[config.mk]
export PLATFORM = sky130hd
export DESIGN_NAME = four_voice_tone_generator_top_flat
export DESIGN_NICKNAME = d
export VERILOG_FILES = /design/src/hdl/tvg_pkg.sv /design/src/hdl/tvg_if.sv /design/src/hdl/tvg_ram.sv /design/src/hdl/tvg_voice_pipe.sv /design/src/hdl/tvg_out_fifo.sv /design/src/hdl/four_voice_tone_generator_top.sv /design/src/flat_wrapper.sv
export SDC_FILE = /design/constraint.sdc
export NUM_CORES = 1
export LEC_CHECK = 0
export ABC_AREA = 1
export BUFFER_PORTS_ARGS = -buffer_cell sky130_fd_sc_hd__buf_2
export CAP_MARGIN = 15
export CORE_ASPECT_RATIO = 0.9
export CORE_MARGIN = 1
export CORE_UTILIZATION = 52
export CTS_BUF_LIST = sky130_fd_sc_hd__clkbuf_8
export DETAILED_ROUTE_END_ITERATION = 16
export PLACE_DENSITY = 0.67
export RECOVER_POWER = 25
export SLEW_MARGIN = 20
export SYNTH_ARGS = -nofsm -noshare
export SYNTH_HDL_FRONTEND = slang
export SYNTH_SLANG_ARGS = --single-unit
export TNS_END_PERCENT = 20
[constraint.sdc]
create_clock -name clk_i -period 14.05 [get_ports clk_i]
set_clock_uncertainty 0.1 [all_clocks]
set_input_delay 4.215 -clock clk_i [delete_from_list [all_inputs] [get_ports clk_i]]
set_output_delay 4.215 -clock clk_i [all_outputs]
set_load 0.02 [all_outputs]
[src/hdl/tvg_pkg.sv]
// Shared constants, codes and types for the four-voice tone generator.
// No dependencies; every other file of the block but tvg_ram uses it by scoped names.
`timescale 1ns / 1ps

package tvg_pkg;

  localparam int NUM_VOICES_DEF = 4;
  localparam int MAX_VOICES     = 4;
  localparam int VOICE_W        = 2;
  localparam int PHASE_W        = 31;
  localparam int VOL_W          = 8;
  localparam int WAVE_W         = 2;
  localparam int NOISE_W        = 4;
  localparam int MIX_W          = 10;
  localparam int LEVEL_BITS     = 10;
  localparam int CFG_IDX_W      = 3;
  localparam int CFG_DATA_W     = 32;
  localparam int OUT_DEPTH      = 4;
  localparam int CRED_W         = 3;

  localparam logic [PHASE_W-1:0]    PHASE_HALF    = 31'h4000_0000;
  localparam logic [CFG_DATA_W-1:0] VOLUMES_RESET = 32'h3f3f_3f3f;

  typedef enum logic [CFG_IDX_W-1:0] {
    REG_STEP0   = 3'd0,
    REG_STEP1   = 3'd1,
    REG_STEP2   = 3'd2,
    REG_STEP3   = 3'd3,
    REG_VOLUMES = 3'd4,
    REG_WAVES   = 3'd5
  } cfg_reg_e;

  typedef enum logic [WAVE_W-1:0] {
    WAVE_SQUARE   = 2'd0,
    WAVE_SAW      = 2'd1,
    WAVE_TRIANGLE = 2'd2,
    WAVE_NOISE    = 2'd3
  } wave_e;

  typedef struct packed {
    logic               valid;
    logic               first;
    logic               last;
    logic               noise;
    logic [VOICE_W-1:0] voice;
  } voice_ctl_t;

  typedef struct packed {
    logic             valid;
    logic [MIX_W-1:0] level;
  } result_t;

endpackage

[src/hdl/tvg_if.sv]
// Request channel interfaces of the tone generator: noise input and mix output.
// Depends on tvg_pkg for field widths.
`timescale 1ns / 1ps

interface tvg_noise_if;
  logic                        valid;
  logic                        ready;
  logic [tvg_pkg::NOISE_W-1:0] noise_bits;

  modport source (output valid, output noise_bits, input ready);
  modport sink   (input valid, input noise_bits, output ready);
endinterface

interface tvg_mix_if;
  logic                      valid;
  logic                      ready;
  logic [tvg_pkg::MIX_W-1:0] mix_level;

  modport source (output valid, output mix_level, input ready);
  modport sink   (input valid, input mix_level, output ready);
endinterface

[src/hdl/tvg_ram.sv]
// Generic simple dual-port RAM, one write and one registered read port.
// No dependencies.
`timescale 1ns / 1ps

module tvg_ram #(
  parameter int WIDTH = 8,
  parameter int DEPTH = 4
) (
  input  logic                                      clk_i,
  input  logic                                      we_i,
  input  logic [((DEPTH > 1) ? $clog2(DEPTH) : 1)-1:0] waddr_i,
  input  logic [WIDTH-1:0]                          wdata_i,
  input  logic                                      re_i,
  input  logic [((DEPTH > 1) ? $clog2(DEPTH) : 1)-1:0] raddr_i,
  output logic [WIDTH-1:0]                          rdata_o
);

  logic [WIDTH-1:0] mem_q [DEPTH];
  logic [WIDTH-1:0] rdata_q;

  always_ff @(posedge clk_i) begin
    if (we_i) begin
      mem_q[waddr_i] <= wdata_i;
    end
    if (re_i) begin
      rdata_q <= mem_q[raddr_i];
    end
  end

  assign rdata_o = rdata_q;

endmodule

[src/hdl/tvg_voice_pipe.sv]
// Per-voice pipeline: phase RAM read, phase update and write-back, level, mix.
// Depends on tvg_pkg and tvg_ram.
`timescale 1ns / 1ps

module tvg_voice_pipe #(
  parameter int NUM_VOICES = tvg_pkg::NUM_VOICES_DEF
) (
  input  logic                                        clk_i,
  input  logic                                        rst_ni,
  input  tvg_pkg::voice_ctl_t                         issue_i,
  input  logic [NUM_VOICES-1:0][tvg_pkg::PHASE_W-1:0] step_i,
  input  logic [tvg_pkg::CFG_DATA_W-1:0]              volumes_i,
  input  logic [2*tvg_pkg::MAX_VOICES-1:0]            waves_i,
  output tvg_pkg::result_t                            result_o
);

  localparam int VW = (NUM_VOICES > 1) ? $clog2(NUM_VOICES) : 1;
  localparam int PW = tvg_pkg::PHASE_W;
  localparam int LW = tvg_pkg::VOL_W;
  localparam int MW = tvg_pkg::MIX_W;

  tvg_pkg::voice_ctl_t b_q, c_q, d_q;
  logic [NUM_VOICES-1:0] phase_valid_q;
  logic                  fwd_valid_q;
  logic [VW-1:0]         fwd_addr_q;
  logic [PW-1:0]         fwd_data_q;
  logic [PW-1:0]         ram_rdata;
  logic [PW-1:0]         phase_old;
  logic [PW:0]           phase_sum;
  logic [PW-1:0]         phase_new;
  logic [VW-1:0]         b_addr;
  logic [PW-1:0]         c_phase_q;
  logic [LW-1:0]         c_vol;
  tvg_pkg::wave_e        c_kind;
  logic [PW-21:0]        mul_a;
  logic [PW-21+LW:0]     prod;
  logic [LW:0]           tri_t;
  logic [LW:0]           tri_r;
  logic [LW-1:0]         level_d;
  logic [LW-1:0]         d_level_q;
  logic [MW-1:0]         acc_q;
  logic [MW-1:0]         acc_sum;

  assign b_addr = b_q.voice[VW-1:0];

  tvg_ram #(
    .WIDTH (PW),
    .DEPTH (NUM_VOICES)
  ) u_phase_ram (
    .clk_i   (clk_i),
    .we_i    (b_q.valid),
    .waddr_i (b_addr),
    .wdata_i (phase_new),
    .re_i    (issue_i.valid),
    .raddr_i (issue_i.voice[VW-1:0]),
    .rdata_o (ram_rdata)
  );

  // write in flight during the read: take the fresh value
  always_comb begin
    if (fwd_valid_q && (fwd_addr_q == b_addr)) begin
      phase_old = fwd_data_q;
    end else if (phase_valid_q[b_addr]) begin
      phase_old = ram_rdata;
    end else begin
      phase_old = '0;
    end
    phase_sum = {1'b0, phase_old} + {1'b0, step_i[b_addr]};
    // sum above all-ones: subtract all-ones once, i.e. drop the carry and add one
    phase_new = phase_sum[PW] ? (phase_sum[PW-1:0] + PW'(1)) : phase_sum[PW-1:0];
  end

  always_comb begin
    c_vol  = volumes_i[c_q.voice*LW +: LW];
    c_kind = tvg_pkg::wave_e'(waves_i[c_q.voice*tvg_pkg::WAVE_W +: tvg_pkg::WAVE_W]);
    if (c_kind == tvg_pkg::WAVE_SAW) begin
      mul_a = {1'b0, c_phase_q[PW-1:PW-tvg_pkg::LEVEL_BITS]};
    end else begin
      mul_a = c_phase_q[PW-1:PW-tvg_pkg::LEVEL_BITS-1];
    end
    prod  = mul_a * c_vol;
    tri_t = prod[PW-21+LW:tvg_pkg::LEVEL_BITS];
    tri_r = (tri_t < {1'b0, c_vol}) ? tri_t : ({c_vol, 1'b0} - tri_t);
    case (c_kind)
      tvg_pkg::WAVE_SQUARE:   level_d = (c_phase_q > tvg_pkg::PHASE_HALF) ? c_vol : '0;
      tvg_pkg::WAVE_SAW:      level_d = tri_t[LW-1:0];
      tvg_pkg::WAVE_TRIANGLE: level_d = tri_r[LW-1:0];
      tvg_pkg::WAVE_NOISE:    level_d = c_q.noise ? c_vol : '0;
      default:                level_d = '0;
    endcase
  end

  assign acc_sum = (d_q.first ? '0 : acc_q) + MW'(d_level_q);

  always_ff @(posedge clk_i or negedge rst_ni) begin
    if (!rst_ni) begin
      b_q           <= '0;
      c_q           <= '0;
      d_q           <= '0;
      phase_valid_q <= '0;
      fwd_valid_q   <= 1'b0;
    end else begin
      b_q         <= issue_i;
      c_q         <= b_q;
      d_q         <= c_q;
      fwd_valid_q <= b_q.valid;
      if (b_q.valid) begin
        phase_valid_q[b_addr] <= 1'b1;
      end
    end
  end

  always_ff @(posedge clk_i) begin
    fwd_addr_q <= b_addr;
    fwd_data_q <= phase_new;
    c_phase_q  <= phase_new;
    d_level_q  <= level_d;
    if (d_q.valid) begin
      acc_q <= acc_sum;
    end
  end

  assign result_o.valid = d_q.valid && d_q.last;
  assign result_o.level = acc_sum;

endmodule

[src/hdl/tvg_out_fifo.sv]
// Small result queue between the mixer and the output channel.
// Depends on tvg_pkg.
`timescale 1ns / 1ps

module tvg_out_fifo (
  input  logic                      clk_i,
  input  logic                      rst_ni,
  input  tvg_pkg::result_t          push_i,
  input  logic                      pop_i,
  output logic                      valid_o,
  output logic [tvg_pkg::MIX_W-1:0] data_o
);

  localparam int PTR_W = $clog2(tvg_pkg::OUT_DEPTH);

  logic [tvg_pkg::MIX_W-1:0]  mem_q [tvg_pkg::OUT_DEPTH];
  logic [PTR_W-1:0]           wr_ptr_q, rd_ptr_q;
  logic [tvg_pkg::CRED_W-1:0] count_q, count_d;

  assign valid_o = (count_q != '0);
  assign data_o  = mem_q[rd_ptr_q];

  always_comb begin
    count_d = count_q;
    if (push_i.valid && !(pop_i && valid_o)) begin
      count_d = count_q + tvg_pkg::CRED_W'(1);
    end else if (!push_i.valid && pop_i && valid_o) begin
      count_d = count_q - tvg_pkg::CRED_W'(1);
    end
  end

  always_ff @(posedge clk_i or negedge rst_ni) begin
    if (!rst_ni) begin
      wr_ptr_q <= '0;
      rd_ptr_q <= '0;
      count_q  <= '0;
    end else begin
      count_q <= count_d;
      if (push_i.valid) begin
        wr_ptr_q <= wr_ptr_q + PTR_W'(1);
      end
      if (pop_i && valid_o) begin
        rd_ptr_q <= rd_ptr_q + PTR_W'(1);
      end
    end
  end

  always_ff @(posedge clk_i) begin
    if (push_i.valid) begin
      mem_q[wr_ptr_q] <= push_i.level;
    end
  end

endmodule

[src/hdl/four_voice_tone_generator_top.sv]
// Top level of the four-voice tone generator: config registers, voice issue, credits.
// Depends on tvg_pkg, tvg_if, tvg_voice_pipe and tvg_out_fifo.
//
//   channel   dir  fields                 accepted when
//   noise_if  in   noise_bits[3:0]        valid && ready
//   mix_if    out  mix_level[9:0]         valid && ready
//   cfg       in   cfg_index_i, wdata     cfg_we_i
//
// An item issues one phase RAM read per voice, and a new request can be taken
// as the last voice issues; the result passes pipe stages b, c and d.
// Phases read as zero after reset through per-voice valid bits; no clear pass.
// Up to OUT_DEPTH results queue at the output; input ready drops when
// OUT_DEPTH requests are outstanding.
`timescale 1ns / 1ps

module four_voice_tone_generator_top #(
  parameter int NUM_VOICES = tvg_pkg::NUM_VOICES_DEF
) (
  input  logic                           clk_i,
  input  logic                           rst_ni,
  input  logic                           cfg_we_i,
  input  logic [tvg_pkg::CFG_IDX_W-1:0]  cfg_index_i,
  input  logic [tvg_pkg::CFG_DATA_W-1:0] cfg_wdata_i,
  tvg_noise_if.sink                      noise_if,
  tvg_mix_if.source                      mix_if
);

  localparam int VW = (NUM_VOICES > 1) ? $clog2(NUM_VOICES) : 1;
  localparam int CW = tvg_pkg::CRED_W;

  logic [NUM_VOICES-1:0][tvg_pkg::PHASE_W-1:0] step_q;
  logic [tvg_pkg::CFG_DATA_W-1:0]              volumes_q;
  logic [2*tvg_pkg::MAX_VOICES-1:0]            waves_q;

  logic                        busy_q;
  logic [VW-1:0]               cnt_q;
  logic [tvg_pkg::NOISE_W-1:0] noise_q;
  logic [CW-1:0]               pend_q, pend_d;
  logic                        in_accept, out_pop, issue_last;
  tvg_pkg::voice_ctl_t         issue;
  tvg_pkg::result_t            result;

  always_ff @(posedge clk_i or negedge rst_ni) begin
    if (!rst_ni) begin
      step_q    <= '0;
      volumes_q <= tvg_pkg::VOLUMES_RESET;
      waves_q   <= '0;
    end else if (cfg_we_i) begin
      for (int v = 0; v < NUM_VOICES; v++) begin
        if (cfg_index_i == tvg_pkg::CFG_IDX_W'(int'(tvg_pkg::REG_STEP0) + v)) begin
          step_q[v] <= cfg_wdata_i[tvg_pkg::PHASE_W-1:0];
        end
      end
      case (cfg_index_i)
        tvg_pkg::REG_VOLUMES: volumes_q <= cfg_wdata_i;
        tvg_pkg::REG_WAVES:   waves_q   <= cfg_wdata_i[2*tvg_pkg::MAX_VOICES-1:0];
        default: ;
      endcase
    end
  end

  assign issue_last     = (cnt_q == VW'(NUM_VOICES - 1));
  assign noise_if.ready = (!busy_q || issue_last) && (pend_q < CW'(tvg_pkg::OUT_DEPTH));
  assign in_accept      = noise_if.valid && noise_if.ready;
  assign out_pop        = mix_if.valid && mix_if.ready;

  assign issue.valid = busy_q;
  assign issue.first = (cnt_q == '0);
  assign issue.last  = issue_last;
  assign issue.noise = noise_q[cnt_q];
  assign issue.voice = tvg_pkg::VOICE_W'(cnt_q);

  always_comb begin
    pend_d = pend_q;
    if (in_accept && !out_pop) begin
      pend_d = pend_q + CW'(1);
    end else if (!in_accept && out_pop) begin
      pend_d = pend_q - CW'(1);
    end
  end

  always_ff @(posedge clk_i or negedge rst_ni) begin
    if (!rst_ni) begin
      busy_q <= 1'b0;
      cnt_q  <= '0;
      pend_q <= '0;
    end else begin
      pend_q <= pend_d;
      if (in_accept) begin
        busy_q <= 1'b1;
        cnt_q  <= '0;
      end else if (busy_q && issue_last) begin
        busy_q <= 1'b0;
      end else if (busy_q) begin
        cnt_q <= VW'(cnt_q + 1'b1);
      end
    end
  end

  always_ff @(posedge clk_i) begin
    if (in_accept) begin
      noise_q <= noise_if.noise_bits;
    end
  end

  tvg_voice_pipe #(
    .NUM_VOICES (NUM_VOICES)
  ) u_voice_pipe (
    .clk_i     (clk_i),
    .rst_ni    (rst_ni),
    .issue_i   (issue),
    .step_i    (step_q),
    .volumes_i (volumes_q),
    .waves_i   (waves_q),
    .result_o  (result)
  );

  tvg_out_fifo u_out_fifo (
    .clk_i   (clk_i),
    .rst_ni  (rst_ni),
    .push_i  (result),
    .pop_i   (mix_if.ready),
    .valid_o (mix_if.valid),
    .data_o  (mix_if.mix_level)
  );

endmodule

[src/flat_wrapper.sv]
// flat-port wrapper written by rule: the top's interface ports become plain ports
module four_voice_tone_generator_top_flat 
#(
  parameter int NUM_VOICES = tvg_pkg::NUM_VOICES_DEF
)
  (clk_i, rst_ni, cfg_we_i, cfg_index_i, cfg_wdata_i, noise_if_valid, noise_if_noise_bits, noise_if_ready, mix_if_valid, mix_if_mix_level, mix_if_ready);
  tvg_noise_if noise_if_i ();
  tvg_mix_if mix_if_i ();
  input  logic clk_i;
  input  logic rst_ni;
  input  logic cfg_we_i;
  input  logic [tvg_pkg::CFG_IDX_W-1:0] cfg_index_i;
  input  logic [tvg_pkg::CFG_DATA_W-1:0] cfg_wdata_i;
  input wire logic [$bits(noise_if_i.valid)-1:0] noise_if_valid;
  input wire logic [$bits(noise_if_i.noise_bits)-1:0] noise_if_noise_bits;
  output wire logic [$bits(noise_if_i.ready)-1:0] noise_if_ready;
  output wire logic [$bits(mix_if_i.valid)-1:0] mix_if_valid;
  output wire logic [$bits(mix_if_i.mix_level)-1:0] mix_if_mix_level;
  input wire logic [$bits(mix_if_i.ready)-1:0] mix_if_ready;
  assign noise_if_i.valid = noise_if_valid;
  assign noise_if_i.noise_bits = noise_if_noise_bits;
  assign noise_if_ready = noise_if_i.ready;
  assign mix_if_valid = mix_if_i.valid;
  assign mix_if_mix_level = mix_if_i.mix_level;
  assign mix_if_i.ready = mix_if_ready;
  four_voice_tone_generator_top #(.NUM_VOICES(NUM_VOICES)) u_core (.clk_i(clk_i), .rst_ni(rst_ni), .cfg_we_i(cfg_we_i), .cfg_index_i(cfg_index_i), .cfg_wdata_i(cfg_wdata_i), .noise_if(noise_if_i), .mix_if(mix_if_i));
endmodule
==> flow_summary.toml <==
[status]
status = "finished, violations left"
violations = "max-capacitance violations, max-slew violations"

[worst_hold_path]
worstHoldPathCells = 0
hold_path_class = "reg2reg"
hp-start = "u_core.u_voice_pipe.b_q[2]$_DFF_PN0_"
hold-path-endpoint = "u_core.u_voice_pipe.c_q[2]$_DFF_PN0_"

[cells_and_area]
seq_area_um2 = 12000
fin_nets = 2862
syn2layout_area_growth_pct = 9.88
drive_gt1_share_pct = 10.4
fillerInstances = 3992
antenna_cells = 0
multi_input_area_um2 = 10200

[cts]
cts_buffers = 74
holdBufCountCts = 0
cts_tree = "built"
post_cts_buffers = 0
clkSinkCount = 446
cts-htree-levels = 3
cts.path.max_buffers = 3
cts_root_buffer = "clkbuf_8"
clk_pin_slew_ps = 60
cts.repair.resized = 0
clk_latency_ps = 690

[detailed_routing]
drc = 0
wl_per_cell_um = 18.8
firstDrtPassIters = 8
first_iter_violations = 1600
antenna_left = 0
avgViaCountPerCell = 5.57
drt-total-wl_um = 62700
vias = 18500

[worst_setup_path]
required_ps = 14500
arrival_ps = 8280
critPathTopFamily = "adder cells"
r2r_start = "u_core.u_voice_pipe.c_q[0]$_DFF_PN0_"
cp_num_buf_inv = 7
worstSetupEndpointType = "flip-flop"
slowest_delay_ps = 910
r2r_slack_ps = 6220
start_kind = "flip-flop"
r2r_cells = 31
cp_common_cell = "inv_1"
critPathSlowestCell = "a32oi_1"
critPathKind = "reg2reg"
cp_max_fo = 21
r2r_end = "u_core.u_voice_pipe.d_level_q[7]$_DFF_P_"

[sta]
rsz0062_at_grt = "no"
fin_crit_sh_pct = 55.8
tns_ps = 0
drv_slew = 265
layout_setup_ws_ps = 6220
slew_headroom_pct = -103
hold_viol_final = 0
max_freq_ghz = 0.128
finalSetupViolCount = 0
tightest_slew_ps = 3040
period_needed_ps = 7830

[placed_design]
dp_hpwl_um = 43600
io_buffers = 55
place_ws_ps = 6410
globalplace.congestion = 0.947

[floorplan]
fp.dieH_um = 205
row_count = 73
chipWidth_um = 227
initial_utilization_pct = 53.2
core_area_um2 = 44600
dieArea_um2 = 46500
boundaryPins = 56

[yosys]
synth_area_um2 = 23700
synth_edf_count = 209
syn_inst = 2606
synth_cell_types = 56
yosysTopAreaCell = "edfxtp_1"
synth_top_area_share_pct = 26.5
seq_area_frac_synth_pct = 50.7
syn-num-nets = 2800
synthTopCellsByArea = "edfxtp_1 (26%), dfrtp_1 (18%), nand2_1 (6.9%)"
ys_warn_count = 0
synthArstFlopShare_pct = 43.9
avgSynthCellArea_um2 = 9.10
ys_ff_latch = 446
synth_top_flop_cell = "edfxtp_1"

[global_routing]
use_met1_pct = 39.1
gr-total-overflow = 0
grt_use_met3_pct = 4.72
use_met2_pct = 44.3
grt_busiest_layer = "met2"
grt_usage_pct = 28.0
grt_pass1_wl_um = 99300
grt_max_degree = 131
antenna_found_initial = 1
grt_pass1_vias = 17900

[job]
drv_cap = 8
[cells in the mapped netlist (5+ instances only)]
library cell / n
o21ai_1: 5
nand3_2: 6
o21a_1: 11
or2_2: 21
nor3_1: 14
nor4_1: 10
inv_2: 8
dfxtp_1: 41
dfrtp_1: 172
o21bai_1: 9
fa_1: 58
o21ai_0: 327
ha_1: 92
a21oi_1: 64
edfxtp_1: 209
inv_1: 304
xnor2_1: 15
nand3b_1: 12
nor2_1: 315
a32oi_1: 5
nand4_1: 26
clkbuf_1: 89
nand2_2: 17
nand2_1: 438
dfstp_2: 24
nand3_1: 116
xor2_1: 45
o22ai_1: 104
[cells in the final DEF, fill, tap and decap left out, drive strengths merged, types with 3 or more instances in the layout]
| cell | netlist | layout |
|---|---|---|
| a21o | 3 | 3 |
| a21oi | 67 | 67 |
| a221oi | 3 | 3 |
| a32oi | 6 | 6 |
| buf | 2 | 70 |
| clkbuf | 89 | 92 |
| clkinv | 2 | 17 |
| clkinvlp | 0 | 3 |
| dfrtp | 172 | 172 |
| dfstp | 24 | 24 |
| dfxtp | 41 | 41 |
| edfxtp | 209 | 209 |
| fa | 58 | 58 |
| ha | 92 | 92 |
| inv | 312 | 346 |
| mux2 | 3 | 3 |
| nand2 | 459 | 459 |
| nand3 | 122 | 122 |
| nand3b | 12 | 12 |
| nand4 | 27 | 27 |
| nor2 | 320 | 320 |
| nor3 | 16 | 16 |
| nor4 | 10 | 10 |
| o21a | 11 | 11 |
| o21ai | 334 | 334 |
| o21bai | 9 | 9 |
| o22ai | 104 | 104 |
| or2 | 22 | 22 |
| xnor2 | 15 | 15 |
| xor2 | 45 | 45 |
[final cells by class]
cell class | instances | area share, %
flip-flops and latches | 446 | 46.2
multi-input cells | 1755 | 39.2
inverters | 314 | 4.53
clock buffers | 85 | 4.49
well taps | 600 | 2.88
repair buffers | 77 | 1.63
clock inverters | 53 | 1.11
[metal layers]
| metal | share of wire, % | vias up |
|---|---|---|
| met2 | 46 | 568 |
| li1 | - | 8891 |
| met3 | 5.7 | 101 |
| met5 | 0.014 | - |
| met4 | 2.6 | 2 |
| met1 | 45 | 8974 |
[worst max-delay path by stage]
| stage | start | endpoint | slack [ps] | depth (start not counted) |
|---|---|---|---|---|
| after global routing | u_core.u_voice_pipe.c_q[0]$_DFF_PN0_ | u_core.u_voice_pipe.d_level_q[6]$_DFF_P_ | 5760 | 34 |
| after global placement | u_core.u_voice_pipe.c_q[0]$_DFF_PN0_ | u_core.u_voice_pipe.d_level_q[7]$_DFF_P_ | 6550 | 33 |
| after CTS | u_core.u_voice_pipe.c_q[0]$_DFF_PN0_ | u_core.u_voice_pipe.d_level_q[7]$_DFF_P_ | 6360 | 33 |
| after detailed placement | u_core.u_voice_pipe.c_q[0]$_DFF_PN0_ | u_core.u_voice_pipe.d_level_q[7]$_DFF_P_ | 6410 | 31 |
| final | u_core.u_voice_pipe.c_q[0]$_DFF_PN0_ | u_core.u_voice_pipe.d_level_q[7]$_DFF_P_ | 6220 | 31 |
| after floorplan | u_core.u_voice_pipe.c_q[0]$_DFF_PN0_ | u_core.u_voice_pipe.d_level_q[7]$_DFF_P_ | 7590 | 34 |
[sequential cells by signal (all words and copies together) (netlist names), 4 cells and up]
signal and cells:
u_core.waves_q 8, u_core.u_voice_pipe.acc_q 10, u_core.u_voice_pipe.b_q 4, u_core.volumes_q 32
u_core.u_voice_pipe.u_phase_ram.mem_q 124, u_core.u_voice_pipe.c_q 5, u_core.u_voice_pipe.c_phase_q 31, u_core.step_q 124
u_core.u_out_fifo.mem_q 40, u_core.u_voice_pipe.u_phase_ram.rdata_o 31, u_core.u_voice_pipe.phase_valid_q 4, u_core.u_voice_pipe.d_level_q 8
u_core.noise_q 4
[per-stage QoR]
step	std cells	area, um2	utilization, %	hold WS [ps]
final	3330	26100	58.5	249
after global routing	3330	26100	58.5	254
after CTS	3330	26100	58.5	252
after detailed placement	3192	24600	55.3	239
after global placement	3192	24600	55.3	235
after floorplan	2606	23700	-	231
[logic make-up (layout without fill, tap and decap cells)]
kind of cell             after synthesis  count (layout)  share of synthesized area [%]
AND/OR/NAND/NOR                      991             991                           17.8
AO/OA/AOI/OAI                        551             551                           12.9
flip-flops                           446             446                           50.7
buffers and inverters                405             529                           6.46
adder cells (fa/ha/maj)              150             150                           9.75
XOR/XNOR                              60              60                           2.22
multiplexers                           3               3                          0.142
Power is left out: the tool's default activity adds up to more than one toggle a clock period on the data nets, which glitch-free logic cannot reach.
